### config.mk
export PLATFORM = sky130hd
export DESIGN_NAME = murmur3_32_stream_hash
export DESIGN_NICKNAME = d
export VERILOG_FILES = /design/src/rtl/mm3_pkg.sv /design/src/rtl/mm3_front.sv /design/src/rtl/mm3_fifo.sv /design/src/rtl/mm3_back.sv /design/src/rtl/murmur3_32_stream_hash.sv
export VERILOG_INCLUDE_DIRS = /design/src /design/src/rtl
export SDC_FILE = /design/constraint.sdc
export NUM_CORES = 2
export LEC_CHECK = 0
export ABC_AREA = 1
export BUFFER_PORTS_ARGS = -buffer_cell sky130_fd_sc_hd__buf_4
export CAP_MARGIN = 25
export CORE_ASPECT_RATIO = 1.5
export CORE_MARGIN = 1
export CORE_UTILIZATION = 55
export CTS_BUF_LIST = sky130_fd_sc_hd__clkbuf_2 sky130_fd_sc_hd__clkbuf_4 sky130_fd_sc_hd__clkbuf_8
export DETAILED_ROUTE_END_ITERATION = 10
export PLACE_DENSITY = 0.8
export SYNTH_ARGS = -nofsm -noshare
export SYNTH_HDL_FRONTEND = slang
export SYNTH_SLANG_ARGS = --single-unit
### constraint.sdc
create_clock -name clk -period 6.8 [get_ports clk]
set_input_delay 1.02 -clock clk [delete_from_list [all_inputs] [get_ports clk]]
set_output_delay 1.02 -clock clk [all_outputs]
set_load 0.1 [all_outputs]
### src/rtl/murmur3_32_stream_hash_defines.svh
// ----------------------------------------------------------------------------
// murmur3_32_stream_hash assertion macros
// Concurrent assertion wrappers on clk, disabled during arst_n.
// ----------------------------------------------------------------------------
`ifndef MURMUR3_32_STREAM_HASH_DEFINES_SVH
`define MURMUR3_32_STREAM_HASH_DEFINES_SVH

`ifndef NO_ASSERTIONS
`define MM3_ASSERT(lbl, prop, msg) \
	lbl: assert property (@(posedge clk) disable iff (!arst_n) prop) else $error(msg);
`define MM3_ASSERT_NEVER(lbl, cond, msg) \
	lbl: assert property (@(posedge clk) disable iff (!arst_n) !(cond)) else $error(msg);
`else
`define MM3_ASSERT(lbl, prop, msg)
`define MM3_ASSERT_NEVER(lbl, cond, msg)
`endif

`endif

### src/rtl/mm3_pkg.sv
// ----------------------------------------------------------------------------
// mm3_pkg
// Constants and types shared by the MurmurHash3 x86_32 stream hash.
// ----------------------------------------------------------------------------
package mm3_pkg;

	localparam logic [31:0] C1 = 32'hcc9e2d51;
	localparam logic [31:0] C2 = 32'h1b873593;
	localparam logic [31:0] FOLD_ADD = 32'he6546b64;
	localparam logic [31:0] F1 = 32'h85ebca6b;
	localparam logic [31:0] F2 = 32'hc2b2ae35;

	localparam int QDEPTH = 4;
	localparam int QPTR_W = $clog2(QDEPTH);
	localparam int QCNT_W = $clog2(QDEPTH + 1);
	localparam logic [QCNT_W-1:0] Q_FULL = QCNT_W'(QDEPTH);
	localparam logic [QPTR_W-1:0] Q_LAST = QPTR_W'(QDEPTH - 1);

	typedef enum logic [1:0] {
		KIND_FULL,
		KIND_TAIL,
		KIND_NONE
	} item_kind_t;

	typedef struct packed {
		logic [31:0] key;
		item_kind_t  kind;
		logic        last;
		logic [2:0]  nbytes;
	} item_t;

	typedef struct packed {
		logic [QCNT_W-1:0] count;
		logic              push;
		logic              pop;
	} qstat_t;

endpackage

### src/rtl/mm3_front.sv
// ----------------------------------------------------------------------------
// mm3_front
// Accepts words, classifies full/tail/empty, masks tail bytes, mixes the key.
// ----------------------------------------------------------------------------
module mm3_front (
	input  logic            clk,
	input  logic            arst_n,
	input  logic            in_valid,
	output logic            in_ready,
	input  logic [31:0]     data_word,
	input  logic [2:0]      valid_bytes,
	input  logic            last_word,
	input  logic            q_ready,
	output logic            q_push,
	output mm3_pkg::item_t  q_item,
	output logic            busy
);

	logic                 valid_s1;
	logic [31:0]          prod_s1;
	mm3_pkg::item_kind_t  kind_s1;
	logic                 last_s1;
	logic [2:0]           nbytes_s1;

	logic                 accept;
	logic [2:0]           nb_sat;
	logic [2:0]           nb_use;
	mm3_pkg::item_kind_t  kind_in;
	logic [31:0]          mask;
	logic [31:0]          rot;

	always_comb begin
		nb_sat = (valid_bytes > 3'd4) ? 3'd4 : valid_bytes;
		nb_use = last_word ? nb_sat : 3'd4;
		if (nb_use == 3'd4) begin
			kind_in = mm3_pkg::KIND_FULL;
		end else if (nb_use == 3'd0) begin
			kind_in = mm3_pkg::KIND_NONE;
		end else begin
			kind_in = mm3_pkg::KIND_TAIL;
		end
		unique case (nb_use)
			3'd1:    mask = 32'h0000_00ff;
			3'd2:    mask = 32'h0000_ffff;
			3'd3:    mask = 32'h00ff_ffff;
			default: mask = 32'hffff_ffff;
		endcase
	end

	assign q_push   = valid_s1 & q_ready;
	assign in_ready = ~valid_s1 | q_ready;
	assign accept   = in_valid & in_ready;
	assign busy     = valid_s1;

	always_ff @(posedge clk or negedge arst_n) begin
		if (!arst_n) begin
			valid_s1 <= 1'b0;
		end else if (accept) begin
			valid_s1 <= 1'b1;
		end else if (q_push) begin
			valid_s1 <= 1'b0;
		end
	end

	always_ff @(posedge clk) begin
		if (accept) begin
			prod_s1   <= (data_word & mask) * mm3_pkg::C1;
			kind_s1   <= kind_in;
			last_s1   <= last_word;
			nbytes_s1 <= nb_use;
		end
	end

	assign rot = {prod_s1[16:0], prod_s1[31:17]};

	always_comb begin
		q_item.key    = rot * mm3_pkg::C2;
		q_item.kind   = kind_s1;
		q_item.last   = last_s1;
		q_item.nbytes = nbytes_s1;
	end

endmodule

### src/rtl/mm3_fifo.sv
// ----------------------------------------------------------------------------
// mm3_fifo
// Short item queue between the front and the back.
// ----------------------------------------------------------------------------
module mm3_fifo (
	input  logic            clk,
	input  logic            arst_n,
	input  logic            push,
	input  mm3_pkg::item_t  push_item,
	output logic            ready,
	input  logic            pop,
	output logic            valid,
	output mm3_pkg::item_t  head,
	output mm3_pkg::qstat_t stat
);

	mm3_pkg::item_t                 mem_q [mm3_pkg::QDEPTH];
	logic [mm3_pkg::QPTR_W-1:0]     wr_ptr_q;
	logic [mm3_pkg::QPTR_W-1:0]     rd_ptr_q;
	logic [mm3_pkg::QCNT_W-1:0]     count_q;
	logic                           do_push;
	logic                           do_pop;

	assign ready   = (count_q != mm3_pkg::Q_FULL);
	assign valid   = (count_q != '0);
	assign do_push = push & ready;
	assign do_pop  = pop & valid;
	assign head    = mem_q[rd_ptr_q];

	always_comb begin
		stat.count = count_q;
		stat.push  = do_push;
		stat.pop   = do_pop;
	end

	always_ff @(posedge clk) begin
		if (do_push) begin
			mem_q[wr_ptr_q] <= push_item;
		end
	end

	always_ff @(posedge clk or negedge arst_n) begin
		if (!arst_n) begin
			wr_ptr_q <= '0;
			rd_ptr_q <= '0;
			count_q  <= '0;
		end else begin
			if (do_push) begin
				wr_ptr_q <= (wr_ptr_q == mm3_pkg::Q_LAST) ? '0 : wr_ptr_q + 1'b1;
			end
			if (do_pop) begin
				rd_ptr_q <= (rd_ptr_q == mm3_pkg::Q_LAST) ? '0 : rd_ptr_q + 1'b1;
			end
			unique case ({do_push, do_pop})
				2'b10:   count_q <= count_q + 1'b1;
				2'b01:   count_q <= count_q - 1'b1;
				default: count_q <= count_q;
			endcase
		end
	end

endmodule

### src/rtl/mm3_back.sv
// ----------------------------------------------------------------------------
// mm3_back
// Folds mixed keys into the running hash (a tail key is only XORed in), then runs the fmix finalizer.
// ----------------------------------------------------------------------------
module mm3_back (
	input  logic            clk,
	input  logic            arst_n,
	input  logic [31:0]     seed,
	input  logic            q_valid,
	input  mm3_pkg::item_t  q_head,
	output logic            q_pop,
	output logic            out_valid,
	input  logic            out_ready,
	output logic [31:0]     hash_value
);

	logic [31:0] hash_q;
	logic [31:0] total_q;
	logic        mid_q;

	logic        v_s1, v_s2, v_s3, out_valid_q;
	logic [31:0] fin_s1, fin_s2, fin_s3, res_q;

	logic [31:0] h_cur, t_cur, t_next, x, rot, folded, h_last;
	logic        adv1, adv2, adv3, free1, free2, free3, pop_last;
	logic [31:0] a1, a2;

	always_comb begin
		h_cur  = mid_q ? hash_q : seed;
		t_cur  = mid_q ? total_q : 32'd0;
		t_next = t_cur + 32'(q_head.nbytes);
		x      = h_cur ^ q_head.key;
		rot    = {x[18:0], x[31:19]};
		folded = {rot[29:0], 2'b00} + rot + mm3_pkg::FOLD_ADD;
		unique case (q_head.kind)
			mm3_pkg::KIND_FULL: h_last = folded;
			mm3_pkg::KIND_TAIL: h_last = x;
			default:            h_last = h_cur;
		endcase
	end

	assign free3    = ~out_valid_q | out_ready;
	assign adv3     = v_s3 & free3;
	assign free2    = ~v_s3 | adv3;
	assign adv2     = v_s2 & free2;
	assign free1    = ~v_s2 | adv2;
	assign adv1     = v_s1 & free1;
	assign q_pop    = q_valid & (~q_head.last | ~v_s1 | adv1);
	assign pop_last = q_pop & q_head.last;

	assign a1 = fin_s1 ^ {16'd0, fin_s1[31:16]};
	assign a2 = fin_s2 ^ {13'd0, fin_s2[31:13]};

	always_ff @(posedge clk or negedge arst_n) begin
		if (!arst_n) begin
			mid_q       <= 1'b0;
			v_s1        <= 1'b0;
			v_s2        <= 1'b0;
			v_s3        <= 1'b0;
			out_valid_q <= 1'b0;
		end else begin
			if (q_pop) begin
				mid_q <= ~q_head.last;
			end
			v_s1        <= pop_last | (v_s1 & ~adv1);
			v_s2        <= adv1 | (v_s2 & ~adv2);
			v_s3        <= adv2 | (v_s3 & ~adv3);
			out_valid_q <= adv3 | (out_valid_q & ~out_ready);
		end
	end

	always_ff @(posedge clk) begin
		if (q_pop && !q_head.last) begin
			hash_q  <= folded;
			total_q <= t_next;
		end
		if (pop_last) begin
			fin_s1 <= h_last ^ t_next;
		end
		if (adv1) begin
			fin_s2 <= a1 * mm3_pkg::F1;
		end
		if (adv2) begin
			fin_s3 <= a2 * mm3_pkg::F2;
		end
		if (adv3) begin
			res_q <= fin_s3 ^ {16'd0, fin_s3[31:16]};
		end
	end

	assign out_valid  = out_valid_q;
	assign hash_value = res_q;

endmodule

### src/rtl/murmur3_32_stream_hash.sv
// ----------------------------------------------------------------------------
// murmur3_32_stream_hash: MurmurHash3 x86_32 over a stream of 32-bit words
// Path: the last word passes the front register, the queue, fin_s1, fin_s2, fin_s3 and res_q.
// Throughput: one word per cycle unless the queue or out_ready back-pressure holds the flow; set by the hash loop fold.
// Reset: arst_n clears the seed to 0, the queue and all valid flags at once.
// ----------------------------------------------------------------------------
`include "murmur3_32_stream_hash_defines.svh"

module murmur3_32_stream_hash (
	input  logic        clk,
	input  logic        arst_n,
	input  logic        cfg_wr_en,
	input  logic [31:0] cfg_wr_data,
	input  logic        in_valid,
	output logic        in_ready,
	input  logic [31:0] data_word,
	input  logic [2:0]  valid_bytes,
	input  logic        last_word,
	output logic        out_valid,
	input  logic        out_ready,
	output logic [31:0] hash_value
);

	logic [31:0]      seed_q;
	logic             q_push, q_ready, q_valid, q_pop, front_busy;
	mm3_pkg::item_t   push_item, q_head;
	mm3_pkg::qstat_t  q_stat;

	always_ff @(posedge clk or negedge arst_n) begin
		if (!arst_n) begin
			seed_q <= '0;
		end else if (cfg_wr_en) begin
			seed_q <= cfg_wr_data;
		end
	end

	mm3_front u_front (
		.clk         (clk),
		.arst_n      (arst_n),
		.in_valid    (in_valid),
		.in_ready    (in_ready),
		.data_word   (data_word),
		.valid_bytes (valid_bytes),
		.last_word   (last_word),
		.q_ready     (q_ready),
		.q_push      (q_push),
		.q_item      (push_item),
		.busy        (front_busy)
	);

	mm3_fifo u_fifo (
		.clk       (clk),
		.arst_n    (arst_n),
		.push      (q_push),
		.push_item (push_item),
		.ready     (q_ready),
		.pop       (q_pop),
		.valid     (q_valid),
		.head      (q_head),
		.stat      (q_stat)
	);

	mm3_back u_back (
		.clk        (clk),
		.arst_n     (arst_n),
		.seed       (seed_q),
		.q_valid    (q_valid),
		.q_head     (q_head),
		.q_pop      (q_pop),
		.out_valid  (out_valid),
		.out_ready  (out_ready),
		.hash_value (hash_value)
	);

	`MM3_ASSERT_NEVER(a_q_over, q_stat.count > mm3_pkg::Q_FULL, "queue count over depth")
	`MM3_ASSERT(a_q_count, q_stat.push && !q_stat.pop |=> q_stat.count == $past(q_stat.count) + 1'b1, "queue count lost a push")
	`MM3_ASSERT(a_stall, !in_ready |-> front_busy && !q_ready, "input stalled without a held item")

endmodule

==> impl_metrics.ini <==
[status]
status = complete, no violations

[drt]
drc = 0
via_per_inst = 5.35
vias = 39971
routedWlPerCell_um = 20.7
drtIter0Drc = 2163
met2_length_um = 82500
routed_wl_um = 155000
antenna_left = 0
wl_met1_um = 51000
wl_met3_um = 6930
dr.pass1.iters = 6
routed.top_layer = met4

[clock_tree]
cts_sinks = 427
cts_buffers = 66
clock_latency_ns = 0.70
max-clock-path-buffers = 3
clkTransAtPathRegs_ns = 0.06
cts_hold_buffers = 0
cts_tree = done
cts_root_buffer = clkbuf_8
htree_levels = 3

[sta]
finalCritPeriodShare_pct = 97.5
hold_viol = 0
maxSlewViolCount = 0
post-route-min-period_ns = 6.63
grt_setup_unrepaired = yes
maxSlewHeadroom_pct = 35.5
layout_setup_ws_ns = 0.173
finalClockSkew_ns = 0.0525
whs_ns = 0.402
fmax_ghz = 0.151
worst_pin_slew_ns = 0.967
setup_viol_count_final = 0

[flow_run]
drv_cap = 0

[global_routing]
antenna_found_initial = 1
grt.overflow.total = 0
grt_max_degree = 65
grtUsageTotal_pct = 31.7
grt_pass1_wl_um = 237000
grt_pass1_vias = 43721

[worst_setup_path]
critPathTopFamily = adder cells
crit_path_end_kind = flip-flop
critical-path-slowest-cell = fa_1
cpPeakStageDelay_ns = 0.61
r2r_slack_ns = 0.17
crit_required_ns = 7.25
crit_fanout = 4
cp.arrival_ns = 7.07
cp_common_cell = inv_1
startpoint_type = flip-flop
critPathBufInv = 9
timing.setup.critical_path_class = flip-flop to flip-flop

[floorplanning]
dieWidth_um = 259
dieArea_mm2 = 0.101
start_util_pct = 55.5
io_pins = 107
die_h_um = 388
rows = 141
core-area_mm2 = 0.0984

[yosys]
syn_inst = 5662
yosysWarnings = 0
synth_top_cell_area_share_pct = 27.0
yosysSeqAreaShare_pct = 23.1
syn_area_mm2 = 0.0546
synth_cell_type_count = 53
ys_top_cells_by_area = fa_1 27%, edfxtp_1 21%, ha_1 19%, inv_1 11%, nand2_1 5.1%
synth_flop_cell = edfxtp_1
syn_avg_cell_area_um2 = 9.64
synth_async_sr_flop_share_pct = 10.5
synth_seq_cells = 427
synth-edff-count = 382
yosysTopAreaCell = fa_1
synth_fp_nets = 7296

[placement]
dpl_worst_slack_ns = -0.680
postPlaceCellArea_mm2 = 0.0594
port_buffers = 106
place_hpwl_um = 135000
place_congestion = 1.03

[cells_and_area]
finalNetCount = 7770
drive_above_1_share_pct = 10.8
design_area_mm2 = 0.0613
syn2layout_area_growth_pct = 12.3

[hold_path]
hold_class = input pin to async pin
==> kinds of logic after synthesis <==
group	after synthesis	share of synthesized area, %
AND/OR/NAND/NOR	1211	9.26
AO/OA/AOI/OAI	501	5.19
buffers and inverters	1639	11.4
flip-flops	427	23.1
XOR/XNOR	323	5.18
adder cells (fa/ha/maj)	1561	45.9
==> flip-flops by register name, indices dropped and copies added, names as in the netlist, 3 cells and up <==
name and count:
u_back.hash_value 32, u_back.total_q 32, u_front.prod_s1 32, u_front.nbytes_s1 3, seed_q 32, u_back.fin_s1 32, u_back.hash_q 32, u_back.fin_s3 32
u_back.fin_s2 32, u_fifo.count_q 3, u_fifo.mem_q 152
==> cell usage after synthesis, drive strengths merged, types with 11 or more instances <==
cell	instances
a21o	18
a21oi	188
a31oi	14
a32o	16
buf	25
clkbuf	24
dfrtp	45
edfxtp	382
fa	736
ha	825
inv	1589
nand2	740
nand3	161
nand3b	11
nand4	40
nor2	211
nor3	28
o21ai	194
o21bai	15
o22ai	13
xnor2	140
xor2	183
==> layout make-up <==
class                   count  area (um2)
fillers                  7968       37100
multi-input cells        3596       36200
flip-flops and latches    427       12600
inverters                1590        5980
repair buffers            455        3560
well taps                1287        1610
clock buffers              87        1100
clock inverters            33         285
diodes                      2        5.00
==> routing by layer <==
metal | vias to the layer above | global-route usage [%]
met1 | 19645 | 31.7
met5 | - | 0
met2 | 1247 | 58.5
met4 | 0 | 24.9
met3 | 548 | 3.93
li1 | 18531 | -
==> final timing paths <==
kind,start,endpoint,cells after the start
worst max register to register,u_back.fin_s1[6],u_back.fin_s2[30],25
min in group clk,u_back.fin_s3[24],u_back.hash_value[24],0
worst max-delay path,u_back.fin_s1[6],u_back.fin_s2[30],25
max in group asynchronous,arst_n,u_fifo.rd_ptr_q[0],1
worst min register to register,u_back.fin_s3[24],u_back.hash_value[24],0
worst min-delay path,arst_n,seed_q[18],1
==> metrics by stage <==
| stage | utilization (%) | cells | TNS, ns |
|---|---|---|---|
| floorplan | - | 5662 | -0.0279 |
| finish | 62.3 | 7477 | 0 |
| CTS | 61.7 | 7448 | 0 |
| detailed placement | 60.3 | 7328 | -6.36 |
| global placement | 60.2 | 7326 | -5.18 |
| global route | 62.3 | 7476 | -0.300 |
==> layout by cell type (no fill, tap or decap), types with 9 or more instances in the layout <==
master	instances
buf_4	443
ha_1	818
dfrtp_1	43
edfxtp_1	382
nand2_1	732
clkinvlp_4	9
clkinv_1	14
nand3_2	10
inv_2	13
nand3_1	151
nor2_2	11
nand4_1	40
fa_1	735
nor2_4	11
xnor2_2	9
o21ai_0	187
o21bai_1	15
xor2_1	180
a21o_1	18
nor2_1	189
clkbuf_4	16
a31oi_1	13
xnor2_1	130
clkbuf_8	71
a21oi_1	182
nor3_1	21
a21boi_0	10
nand3b_1	11
inv_1	1573
a32o_1	16
o22ai_1	13
==> what timing repair did <==
action                     4_1_cts  5_1_grt
pin swaps                        0       12
gates resized for setup          6       60
setup endpoints to repair        2       56
buffers inserted                 0       26
Power is not shown: default switching activity piles up to over one toggle a cycle in this logic, so the estimate is an artifact.
